<file path="src/rtl/core/rgb_ycbcr_color_convert_macros.svh">
// ----------------------------------------------------------------------------
// rgb_ycbcr_color_convert_macros.svh
// Assertion macros for the colour conversion block. Both forms sample on
// the rising edge of clk_i and are disabled while rst_ni is low.
// ----------------------------------------------------------------------------
`ifndef RGB_YCBCR_COLOR_CONVERT_MACROS_SVH
`define RGB_YCBCR_COLOR_CONVERT_MACROS_SVH
`ifndef NO_ASSERTIONS
// The consequent must hold in the same cycle as the antecedent.
`define RYCC_ASSERT_SAME(lbl, ante, cons, msg) \
  lbl: assert property (@(posedge clk_i) disable iff (!rst_ni) (ante) |-> (cons)) \
    else $error(msg);
// The consequent must hold in the cycle after the antecedent.
`define RYCC_ASSERT_NEXT(lbl, ante, cons, msg) \
  lbl: assert property (@(posedge clk_i) disable iff (!rst_ni) (ante) |=> (cons)) \
    else $error(msg);
`else
`define RYCC_ASSERT_SAME(lbl, ante, cons, msg)
`define RYCC_ASSERT_NEXT(lbl, ante, cons, msg)
`endif
`endif

</file>
<file path="src/rtl/core/rycc_pkg.sv">
// ----------------------------------------------------------------------------
// rycc_pkg
// Shared types and constants of the RGB/YCbCr colour conversion block.
// ----------------------------------------------------------------------------
`default_nettype none

package rycc_pkg;

  // Default number of fraction bits of the fixed-point coefficients.
  localparam int unsigned FRAC_BITS_DEF = 16;

  // Headroom of the sums above the fraction bits, sign included.
  localparam int unsigned SUM_EXTRA = 11;

  localparam int unsigned PIX_W  = 8;
  localparam int unsigned OPND_W = PIX_W + 1;

  // Configuration port: byte address bits and register index bits.
  localparam int unsigned ADDR_W    = 3;
  localparam int unsigned REG_IDX_W = ADDR_W - 2;
  localparam int unsigned DATA_W    = 32;

  localparam logic [REG_IDX_W-1:0] REG_DIRECTION = '0;

  // Chroma midpoint removed from Cb and Cr in the inverse direction.
  localparam logic signed [OPND_W-1:0] CHROMA_MID = 9'sd128;

  typedef enum logic {
    DIR_FWD = 1'b0,
    DIR_INV = 1'b1
  } dir_e;

  // Load enables of the four pipeline stages.
  typedef struct packed {
    logic s1;
    logic s2;
    logic s3;
    logic s4;
  } pipe_load_t;

  // First-stage word: the three signed operands and the direction they go with.
  typedef struct packed {
    dir_e                     dir;
    logic signed [OPND_W-1:0] x0;
    logic signed [OPND_W-1:0] x1;
    logic signed [OPND_W-1:0] x2;
  } opnd_t;

endpackage

`default_nettype wire

</file>
<file path="src/rtl/core/rycc_in_if.sv">
// ----------------------------------------------------------------------------
// rycc_in_if
// Pixel input channel: valid/ready handshake with three 8-bit components.
// ----------------------------------------------------------------------------
`default_nettype none

interface rycc_in_if;

  logic       valid;
  logic       ready;
  logic [7:0] comp_first;
  logic [7:0] comp_second;
  logic [7:0] comp_third;

  modport source (
    output valid,
    output comp_first,
    output comp_second,
    output comp_third,
    input  ready
  );

  modport sink (
    input  valid,
    input  comp_first,
    input  comp_second,
    input  comp_third,
    output ready
  );

endinterface

`default_nettype wire

</file>
<file path="src/rtl/core/rycc_out_if.sv">
// ----------------------------------------------------------------------------
// rycc_out_if
// Pixel output channel: valid/ready handshake with three 8-bit components.
// ----------------------------------------------------------------------------
`default_nettype none

interface rycc_out_if;

  logic       valid;
  logic       ready;
  logic [7:0] out_first;
  logic [7:0] out_second;
  logic [7:0] out_third;

  modport source (
    output valid,
    output out_first,
    output out_second,
    output out_third,
    input  ready
  );

  modport sink (
    input  valid,
    input  out_first,
    input  out_second,
    input  out_third,
    output ready
  );

endinterface

`default_nettype wire

</file>
<file path="src/rtl/core/rycc_apb_regs.sv">
// ----------------------------------------------------------------------------
// rycc_apb_regs
// APB register file holding the conversion direction.
// ----------------------------------------------------------------------------
`default_nettype none

module rycc_apb_regs
  import rycc_pkg::*;
(
  input  logic              clk_i,
  input  logic              rst_ni,
  input  logic              psel_i,
  input  logic              penable_i,
  input  logic              pwrite_i,
  input  logic [ADDR_W-1:0] paddr_i,
  input  logic [DATA_W-1:0] pwdata_i,
  output logic [DATA_W-1:0] prdata_o,
  output logic              pready_o,
  output dir_e              dir_o
);

  dir_e dir_q;
  dir_e dir_d;
  logic hit_dir;
  logic wr_en;

  assign hit_dir  = (paddr_i[ADDR_W-1:2] == REG_DIRECTION);
  assign wr_en    = psel_i && penable_i && pwrite_i && pready_o;
  assign pready_o = 1'b1;

  always_comb begin
    dir_d = dir_q;
    if (wr_en && hit_dir) begin
      dir_d = dir_e'(pwdata_i[0]);
    end
  end

  always_ff @(posedge clk_i or negedge rst_ni) begin
    if (!rst_ni) begin
      dir_q <= DIR_FWD;
    end else begin
      dir_q <= dir_d;
    end
  end

  always_comb begin
    prdata_o = '0;
    if (hit_dir) begin
      prdata_o = {{(DATA_W-1){1'b0}}, dir_q};
    end
  end

  assign dir_o = dir_q;

endmodule

`default_nettype wire

</file>
<file path="src/rtl/core/rycc_front.sv">
// ----------------------------------------------------------------------------
// rycc_front
// Stage 1: forms the three signed operands of a pixel word and registers
// them with the direction that applies to it.
// ----------------------------------------------------------------------------
`default_nettype none

module rycc_front
  import rycc_pkg::*;
(
  input  logic             clk_i,
  input  pipe_load_t       load_i,
  input  dir_e             dir_i,
  input  logic [PIX_W-1:0] comp_first_i,
  input  logic [PIX_W-1:0] comp_second_i,
  input  logic [PIX_W-1:0] comp_third_i,
  output opnd_t            opnd_o
);

  opnd_t opnd_d;
  opnd_t opnd_q;

  always_comb begin
    opnd_d.dir = dir_i;
    opnd_d.x0  = $signed({1'b0, comp_first_i});
    opnd_d.x1  = $signed({1'b0, comp_second_i});
    opnd_d.x2  = $signed({1'b0, comp_third_i});
    // Chroma is centred on zero before it meets the inverse coefficients.
    if (dir_i == DIR_INV) begin
      opnd_d.x1 = $signed({1'b0, comp_second_i}) - CHROMA_MID;
      opnd_d.x2 = $signed({1'b0, comp_third_i}) - CHROMA_MID;
    end
  end

  always_ff @(posedge clk_i) begin
    if (load_i.s1) begin
      opnd_q <= opnd_d;
    end
  end

  assign opnd_o = opnd_q;

endmodule

`default_nettype wire

</file>
<file path="src/rtl/core/rycc_mac.sv">
// ----------------------------------------------------------------------------
// rycc_mac
// Stages 2 and 3: nine coefficient products, then one sum per component
// with the chroma offset added in the forward direction.
// ----------------------------------------------------------------------------
`default_nettype none

module rycc_mac
  import rycc_pkg::*;
#(
  parameter int unsigned COEF_FRAC_BITS = FRAC_BITS_DEF,
  localparam int unsigned SUM_W = COEF_FRAC_BITS + SUM_EXTRA
) (
  input  logic                    clk_i,
  input  pipe_load_t              load_i,
  input  opnd_t                   opnd_i,
  output logic signed [SUM_W-1:0] sum_o [3]
);

  localparam int unsigned F  = COEF_FRAC_BITS;
  localparam int unsigned CW = F + 2;

  localparam longint ONE  = longint'(1) << F;
  localparam longint HALF = ONE >> 1;

  // Coefficients rounded to the nearest unit of 2^-F.
  localparam longint K_Y_R  = ((longint'(299) << F) + 500) / 1000;
  localparam longint K_Y_G  = ((longint'(587) << F) + 500) / 1000;
  localparam longint K_Y_B  = ((longint'(114) << F) + 500) / 1000;
  localparam longint K_CB_R = ((longint'(168736) << F) + 500000) / 1000000;
  localparam longint K_CB_G = ((longint'(331264) << F) + 500000) / 1000000;
  localparam longint K_CR_G = ((longint'(418688) << F) + 500000) / 1000000;
  localparam longint K_CR_B = ((longint'(81312) << F) + 500000) / 1000000;
  localparam longint K_R_CR = ((longint'(1402) << F) + 500) / 1000;
  localparam longint K_G_CB = ((longint'(344136) << F) + 500000) / 1000000;
  localparam longint K_G_CR = ((longint'(714136) << F) + 500000) / 1000000;
  localparam longint K_B_CB = ((longint'(1772) << F) + 500) / 1000;

  localparam logic signed [SUM_W-1:0] CHROMA_BIAS = SUM_W'(longint'(128) << F);

  logic signed [CW-1:0]     coef   [3][3];
  logic signed [OPND_W-1:0] x      [3];
  logic signed [SUM_W-1:0]  prod_q [3][3];
  logic signed [SUM_W-1:0]  bias   [3];
  logic signed [SUM_W-1:0]  sum_q  [3];
  dir_e                     dir_q;

  assign x[0] = opnd_i.x0;
  assign x[1] = opnd_i.x1;
  assign x[2] = opnd_i.x2;

  always_comb begin
    case (opnd_i.dir)
      DIR_INV: begin
        coef[0][0] = CW'(ONE);
        coef[0][1] = '0;
        coef[0][2] = CW'(K_R_CR);
        coef[1][0] = CW'(ONE);
        coef[1][1] = CW'(-K_G_CB);
        coef[1][2] = CW'(-K_G_CR);
        coef[2][0] = CW'(ONE);
        coef[2][1] = CW'(K_B_CB);
        coef[2][2] = '0;
      end
      default: begin
        coef[0][0] = CW'(K_Y_R);
        coef[0][1] = CW'(K_Y_G);
        coef[0][2] = CW'(K_Y_B);
        coef[1][0] = CW'(-K_CB_R);
        coef[1][1] = CW'(-K_CB_G);
        coef[1][2] = CW'(HALF);
        coef[2][0] = CW'(HALF);
        coef[2][1] = CW'(-K_CR_G);
        coef[2][2] = CW'(-K_CR_B);
      end
    endcase
  end

  always_ff @(posedge clk_i) begin
    if (load_i.s2) begin
      dir_q <= opnd_i.dir;
      for (int r = 0; r < 3; r++) begin
        for (int c = 0; c < 3; c++) begin
          prod_q[r][c] <= SUM_W'(coef[r][c]) * SUM_W'(x[c]);
        end
      end
    end
  end

  // Only the forward chroma components carry the offset.
  always_comb begin
    bias[0] = '0;
    bias[1] = (dir_q == DIR_FWD) ? CHROMA_BIAS : '0;
    bias[2] = (dir_q == DIR_FWD) ? CHROMA_BIAS : '0;
  end

  always_ff @(posedge clk_i) begin
    if (load_i.s3) begin
      for (int r = 0; r < 3; r++) begin
        sum_q[r] <= prod_q[r][0] + prod_q[r][1] + prod_q[r][2] + bias[r];
      end
    end
  end

  assign sum_o = sum_q;

endmodule

`default_nettype wire

</file>
<file path="src/rtl/core/rycc_round.sv">
// ----------------------------------------------------------------------------
// rycc_round
// Stage 4: clamps each sum to the pixel range and rounds half up into the
// output register.
// ----------------------------------------------------------------------------
`default_nettype none

module rycc_round
  import rycc_pkg::*;
#(
  parameter int unsigned COEF_FRAC_BITS = FRAC_BITS_DEF,
  localparam int unsigned SUM_W = COEF_FRAC_BITS + SUM_EXTRA
) (
  input  logic                          clk_i,
  input  pipe_load_t                    load_i,
  input  logic signed [SUM_W-1:0]       sum_i [3],
  output logic [2:0][PIX_W-1:0]         pix_o
);

  localparam int unsigned F = COEF_FRAC_BITS;

  localparam logic signed [SUM_W-1:0] HALF_UNIT = SUM_W'(longint'(1) << (F - 1));
  localparam logic signed [SUM_W-1:0] TOP_LIMIT = SUM_W'(longint'(255) << F);

  logic [SUM_W-1:0]      rnd   [3];
  logic [2:0][PIX_W-1:0] pix_d;
  logic [2:0][PIX_W-1:0] pix_q;

  always_comb begin
    for (int r = 0; r < 3; r++) begin
      rnd[r] = sum_i[r] + HALF_UNIT;
      if (sum_i[r][SUM_W-1]) begin
        pix_d[r] = '0;
      end else if (sum_i[r] > TOP_LIMIT) begin
        pix_d[r] = '1;
      end else begin
        pix_d[r] = rnd[r][F+PIX_W-1:F];
      end
    end
  end

  always_ff @(posedge clk_i) begin
    if (load_i.s4) begin
      pix_q <= pix_d;
    end
  end

  assign pix_o = pix_q;

endmodule

`default_nettype wire

</file>
<file path="src/rtl/core/rgb_ycbcr_color_convert.sv">
// ----------------------------------------------------------------------------
// rgb_ycbcr_color_convert
// Full-range JFIF colour space conversion, RGB to YCbCr or back, one pixel
// word per clock while in_i.ready is high, through a four-stage pipeline.
//
//   Channel   Dir   Handshake             Carries
//   in_i      in    valid / ready         comp_first, comp_second, comp_third
//   out_o     out   valid / ready         out_first, out_second, out_third
//   APB       in    psel/penable/pready   direction register at byte 0
//
// A word is accepted every cycle while in_i.ready is high; its result moves
// through the operand, product and sum registers into the output register,
// where out_o can take it. Reset empties the pipeline and selects the
// forward direction. Each stage holds its word while the one after it is full
// and stalled, so a stall on out_o reaches in_i only once all four stages fill.
// ----------------------------------------------------------------------------
`default_nettype none

`include "rgb_ycbcr_color_convert_macros.svh"

module rgb_ycbcr_color_convert
  import rycc_pkg::*;
#(
  parameter int unsigned COEF_FRAC_BITS = FRAC_BITS_DEF
) (
  input  logic              clk_i,
  input  logic              rst_ni,
  rycc_in_if.sink           in_i,
  rycc_out_if.source        out_o,
  input  logic              psel,
  input  logic              penable,
  input  logic              pwrite,
  input  logic [ADDR_W-1:0] paddr,
  input  logic [DATA_W-1:0] pwdata,
  output logic [DATA_W-1:0] prdata,
  output logic              pready
);

  localparam int unsigned SUM_W = COEF_FRAC_BITS + SUM_EXTRA;

  dir_e                    dir;
  pipe_load_t              load;
  opnd_t                   opnd_q;
  logic signed [SUM_W-1:0] sum   [3];
  logic [2:0][PIX_W-1:0]   pix;

  logic v1_q, v2_q, v3_q, v4_q;
  logic v1_d, v2_d, v3_d, v4_d;
  logic rdy1, rdy2, rdy3, rdy4;

  rycc_apb_regs u_regs (
    .clk_i     (clk_i),
    .rst_ni    (rst_ni),
    .psel_i    (psel),
    .penable_i (penable),
    .pwrite_i  (pwrite),
    .paddr_i   (paddr),
    .pwdata_i  (pwdata),
    .prdata_o  (prdata),
    .pready_o  (pready),
    .dir_o     (dir)
  );

  // A stage may take a new word when it is empty or its word moves on.
  assign rdy4 = !v4_q || out_o.ready;
  assign rdy3 = !v3_q || rdy4;
  assign rdy2 = !v2_q || rdy3;
  assign rdy1 = !v1_q || rdy2;

  assign load.s1 = in_i.valid && rdy1;
  assign load.s2 = v1_q && rdy2;
  assign load.s3 = v2_q && rdy3;
  assign load.s4 = v3_q && rdy4;

  assign v1_d = rdy1 ? in_i.valid : v1_q;
  assign v2_d = rdy2 ? v1_q : v2_q;
  assign v3_d = rdy3 ? v2_q : v3_q;
  assign v4_d = rdy4 ? v3_q : v4_q;

  always_ff @(posedge clk_i or negedge rst_ni) begin
    if (!rst_ni) begin
      v1_q <= 1'b0;
      v2_q <= 1'b0;
      v3_q <= 1'b0;
      v4_q <= 1'b0;
    end else begin
      v1_q <= v1_d;
      v2_q <= v2_d;
      v3_q <= v3_d;
      v4_q <= v4_d;
    end
  end

  rycc_front u_front (
    .clk_i         (clk_i),
    .load_i        (load),
    .dir_i         (dir),
    .comp_first_i  (in_i.comp_first),
    .comp_second_i (in_i.comp_second),
    .comp_third_i  (in_i.comp_third),
    .opnd_o        (opnd_q)
  );

  rycc_mac #(
    .COEF_FRAC_BITS (COEF_FRAC_BITS)
  ) u_mac (
    .clk_i  (clk_i),
    .load_i (load),
    .opnd_i (opnd_q),
    .sum_o  (sum)
  );

  rycc_round #(
    .COEF_FRAC_BITS (COEF_FRAC_BITS)
  ) u_round (
    .clk_i  (clk_i),
    .load_i (load),
    .sum_i  (sum),
    .pix_o  (pix)
  );

  assign in_i.ready       = rdy1;
  assign out_o.valid      = v4_q;
  assign out_o.out_first  = pix[0];
  assign out_o.out_second = pix[1];
  assign out_o.out_third  = pix[2];

  `RYCC_ASSERT_NEXT(a_accept_enters, in_i.valid && in_i.ready, v1_q, "accepted word missing from stage one")
  `RYCC_ASSERT_SAME(a_block_only_full, !in_i.ready, v1_q && v2_q && v3_q && v4_q, "input blocked with a bubble in the pipeline")
  `RYCC_ASSERT_NEXT(a_stage_one_holds, v1_q && !rdy2, v1_q && $stable(opnd_q), "stage one word changed while stalled")

endmodule

`default_nettype wire
</file>
<file path="src/flat_wrapper.sv">
// flat-port wrapper written by rule: the top's interface ports become plain ports
module rgb_ycbcr_color_convert_flat import rycc_pkg::*;
#(
  parameter int unsigned COEF_FRAC_BITS = FRAC_BITS_DEF
)
  (clk_i, rst_ni, psel, penable, pwrite, paddr, pwdata, prdata, pready, in_i_valid, in_i_comp_first, in_i_comp_second, in_i_comp_third, in_i_ready, out_o_valid, out_o_out_first, out_o_out_second, out_o_out_third, out_o_ready);
  rycc_in_if in_i_i ();
  rycc_out_if out_o_i ();
  input  logic clk_i;
  input  logic rst_ni;
  input  logic psel;
  input  logic penable;
  input  logic pwrite;
  input  logic [ADDR_W-1:0] paddr;
  input  logic [DATA_W-1:0] pwdata;
  output logic [DATA_W-1:0] prdata;
  output logic pready;
  input wire logic [$bits(in_i_i.valid)-1:0] in_i_valid;
  input wire logic [$bits(in_i_i.comp_first)-1:0] in_i_comp_first;
  input wire logic [$bits(in_i_i.comp_second)-1:0] in_i_comp_second;
  input wire logic [$bits(in_i_i.comp_third)-1:0] in_i_comp_third;
  output wire logic [$bits(in_i_i.ready)-1:0] in_i_ready;
  output wire logic [$bits(out_o_i.valid)-1:0] out_o_valid;
  output wire logic [$bits(out_o_i.out_first)-1:0] out_o_out_first;
  output wire logic [$bits(out_o_i.out_second)-1:0] out_o_out_second;
  output wire logic [$bits(out_o_i.out_third)-1:0] out_o_out_third;
  input wire logic [$bits(out_o_i.ready)-1:0] out_o_ready;
  assign in_i_i.valid = in_i_valid;
  assign in_i_i.comp_first = in_i_comp_first;
  assign in_i_i.comp_second = in_i_comp_second;
  assign in_i_i.comp_third = in_i_comp_third;
  assign in_i_ready = in_i_i.ready;
  assign out_o_valid = out_o_i.valid;
  assign out_o_out_first = out_o_i.out_first;
  assign out_o_out_second = out_o_i.out_second;
  assign out_o_out_third = out_o_i.out_third;
  assign out_o_i.ready = out_o_ready;
  rgb_ycbcr_color_convert #(.COEF_FRAC_BITS(COEF_FRAC_BITS)) u_core (.clk_i(clk_i), .rst_ni(rst_ni), .in_i(in_i_i), .out_o(out_o_i), .psel(psel), .penable(penable), .pwrite(pwrite), .paddr(paddr), .pwdata(pwdata), .prdata(prdata), .pready(pready));
endmodule
</file>
<file path="config.mk">
export PLATFORM = sky130hd
export DESIGN_NAME = rgb_ycbcr_color_convert_flat
export DESIGN_NICKNAME = d
export VERILOG_FILES = /design/src/rtl/core/rycc_pkg.sv /design/src/rtl/core/rycc_in_if.sv /design/src/rtl/core/rycc_out_if.sv /design/src/rtl/core/rycc_apb_regs.sv /design/src/rtl/core/rycc_front.sv /design/src/rtl/core/rycc_mac.sv /design/src/rtl/core/rycc_round.sv /design/src/rtl/core/rgb_ycbcr_color_convert.sv /design/src/flat_wrapper.sv
export VERILOG_INCLUDE_DIRS = /design/src /design/src/rtl/core
export SDC_FILE = /design/constraint.sdc
export NUM_CORES = 2
export LEC_CHECK = 0
export ABC_AREA = 1
export BUFFER_PORTS_ARGS = -buffer_cell sky130_fd_sc_hd__buf_2
export CAP_MARGIN = 25
export CORE_MARGIN = 2
export CORE_UTILIZATION = 30
export CTS_CLUSTER_SIZE = 40
export DETAILED_ROUTE_END_ITERATION = 6
export PLACE_DENSITY_LB_ADDON = 0.3
export SYNTH_ARGS = -nofsm -noshare
export SYNTH_HDL_FRONTEND = slang
export SYNTH_SLANG_ARGS = --single-unit
</file>
<file path="constraint.sdc">
create_clock -name clk_i -period 10.8 [get_ports clk_i]
set_input_delay 2.16 -clock clk_i [delete_from_list [all_inputs] [get_ports clk_i]]
set_output_delay 2.16 -clock clk_i [all_outputs]
set_load 0.01 [all_outputs]
</file>
==> metrics.csv <==
metric,value,unit
HP Class,register to register,
Die H,405,um
wire per inst,16.5,um
Synth Area in Adders,0.406,
GRT Util Overall,0.167,
post-synthesis simple-gate area fraction,0.197,
vias in the first global route,36638,
pin slew with the least headroom to its limit,1.05,ns
WL final,134,mm
sequential area share after synthesis,0.221,
CTS sink count,356,
most used flip-flop cell after synthesis,edfxtp_1,
headroom to the max-slew limit,0.295,
dpl hpwl,117,mm
port bufs,59,
Clock Skews,0.0375,ns
ys async rst share,0.0140,
IO Pins,125,
routability cong.,0.943,
cts hold-fix bufs,0,
setup bufs post-CTS,0,
setup_tns,0,ns
initial antenna violation count,1,
drt initial violations,1946,
Slew Limit Fails,0,
status,"complete, no violations",
CP max stage cell,fa_1,
Buf/Inv on CP,7,
main combinational cell family by area after synthesis,adder cells,
initial core utilization,0.301,
CTS tree,yes,
antenna fix cells,0,
WS Path Type,register to register,
drt drc,0,
Synth Register Bits,356,
FMAX,0.155,GHz
Longest Clk Path Bufs,3,
largest net degree at the start of global routing,129,
Fin. Hold Viols,0,
critical path cell sequence,buf_4 > buf_4 > inv_1 > nand2_2 > nor2_2 > inv_2 > nand2_1 > inv_1 > ha_1 > or2_2 > fa_1 > inv_1 > fa_1 > fa_1 > inv_1 > ha_1 > ha_1 > a21oi_1 > o21ai_0 > nor2_1 > nand3_1 > nand2_1 > nand2_1,
row cnt,147,
Post-Synth XOR/XNOR Area,0.0321,
crit end category,register,
worst-path fanout max,32,
cell family with most CP delay,adder cells,
clock root buffer,clkbuf_16,
RSZ-0062 raised after global routing,false,
number of CTS-inserted buffers,46,
Max Cap Violations,0,
via count,36212,
Tmin final,6.43,ns
CP required,11.12,ns
cts repair resizes,0,
Slowest Stage Delay on Critical Path,0.55,ns
critical path startpoint category,register,
synth warn,0,
via density per instance,4.47,
Layout area overhead,9.71,%
Core Region,0.160,mm2
share of layout cells above drive strength 1,0.0365,
final setup fails,0,
Clock Latency Late Sink,0.64,ns
DRT Pass-1 Iters,5,
clock slew at reported path FFs,0.07,ns
number of synthesized flops with an enable pin,351,
die footprint,0.164,mm2
H-tree lvl count,2,
fin crit share,0.596,
cell mode on critical path,inv_1,
Mapped Avg Cell Area,8.37,um2
CP arrival,6.75,ns
ANT nets after route,0,
compound-gate portion of the synthesized area,0.0350,
first-pass GRT wire length,212,mm
GRT overflow,0,
Post-Syn Area,0.0483,mm2
Yosys cell types,40,
die width,405,um
Mapped Cells,5770,
mux share of post-synthesis cell area,0,
Nets,7242,
-- final timing paths --
check	slack (ns)	from	cells past startpoint	to
hold reg to reg	0.44	u_core.u_mac.prod_q[1][27]$_DFFE_PP_	0	u_core.u_mac.sum_o[27]$_DFFE_PP_
min in group asynchronous	1.34	rst_ni	1	u_core.v1_q$_DFFE_PN0N_
setup reg to reg	4.37	u_core.u_front.opnd_o[27]$_DFFE_PP_	23	u_core.u_mac.prod_q[2][24]$_DFFE_PP_
hold / removal	0.44	u_core.u_mac.prod_q[1][27]$_DFFE_PP_	0	u_core.u_mac.sum_o[27]$_DFFE_PP_
setup / recovery	4.37	u_core.u_front.opnd_o[27]$_DFFE_PP_	23	u_core.u_mac.prod_q[2][24]$_DFFE_PP_
max in group asynchronous	9.32	rst_ni	1	u_core.v3_q$_DFFE_PN0P_
-- cells by family (layout without fill, tap and decap cells) --
| group | after synthesis | count (layout) |
|---|---|---|
| AND/OR/NAND/NOR | 2285 | 2285 |
| buffers and inverters | 1369 | 1477 |
| adder cells (fa/ha/maj) | 1264 | 1264 |
| flip-flops | 356 | 356 |
| AO/OA/AOI/OAI | 317 | 317 |
| XOR/XNOR | 177 | 177 |
| other | 2 | 72 |
-- state kept, by name, summed over array words and instances (netlist names) --
name                   cells
u_core.out_o.valid         1
u_core.u_front.opnd_o     27
u_core.u_mac.dir_q         1
u_core.u_mac.prod_q      218
u_core.u_mac.sum_o        81
u_core.u_regs.dir_o        1
u_core.u_round.pix_o      24
u_core.v1_q                1
u_core.v2_q                1
u_core.v3_q                1
-- synth_stat cells, drive strengths merged (27+ instances only) --
master / count / area share
a21oi: 204 / 0.021
buf: 39 / 0.0061
edfxtp: 351 / 0.22
fa: 502 / 0.21
ha: 762 / 0.20
inv: 1312 / 0.10
nand2: 1414 / 0.11
nand3: 260 / 0.027
nand4: 115 / 0.015
nor2: 432 / 0.036
nor3: 27 / 0.0032
o21ai: 74 / 0.0077
xnor2: 59 / 0.011
xor2: 118 / 0.021
-- routing by layer --
layer	GRT usage	share of wire	vias to the layer above
met5	0	0	-
met4	0.0389	0.024	0
met3	0.0196	0.043	144
met2	0.279	0.46	720
met1	0.229	0.47	17076
li1	-	-	18272
-- cell type report --
type | instances | area, um2
fillers | 16797 | 107000
multi-input cells | 4115 | 32600
flip-flops and latches | 356 | 10700
inverters | 1313 | 4940
well taps | 2160 | 2700
clock buffers | 51 | 1170
repair buffers | 80 | 478
clock inverters | 33 | 409
-- cells in the final DEF, fill, tap and decap left out, drive strengths merged, types with 12 or more instances in the layout --
cell / netlist / layout
edfxtp: 351 / 351
nand2: 1414 / 1414
or2: 12 / 12
clkbuf: 17 / 51
a21oi: 204 / 204
buf: 39 / 80
nand3b: 16 / 16
nor3: 27 / 27
xor2: 118 / 118
o21bai: 19 / 19
inv: 1312 / 1315
conb: 2 / 72
clkinv: 1 / 17
o21ai: 74 / 74
fa: 502 / 502
nand3: 260 / 260
a21o: 18 / 18
nand4: 115 / 115
nor2: 432 / 432
ha: 762 / 762
xnor2: 59 / 59
-- per-stage QoR --
stage / instance area (um2) / setup WS [ns] / hold slack [ns] / util / cells
2_1_floorplan: 48500 / 3.51 / 0.400 / - / 5840
3_3_place_gp: 51400 / 4.46 / 0.404 / 0.321 / 8023
3_5_place_dp: 51400 / 4.41 / 0.411 / 0.321 / 8024
4_1_cts: 53000 / 4.39 / 0.437 / 0.331 / 8108
5_1_grt: 53000 / 4.04 / 0.448 / 0.331 / 8108
6_report: 53000 / 4.37 / 0.435 / 0.331 / 8108
Power is left out: the tool's default activity adds up to more than one toggle a clock period on the data nets, which glitch-free logic cannot reach.
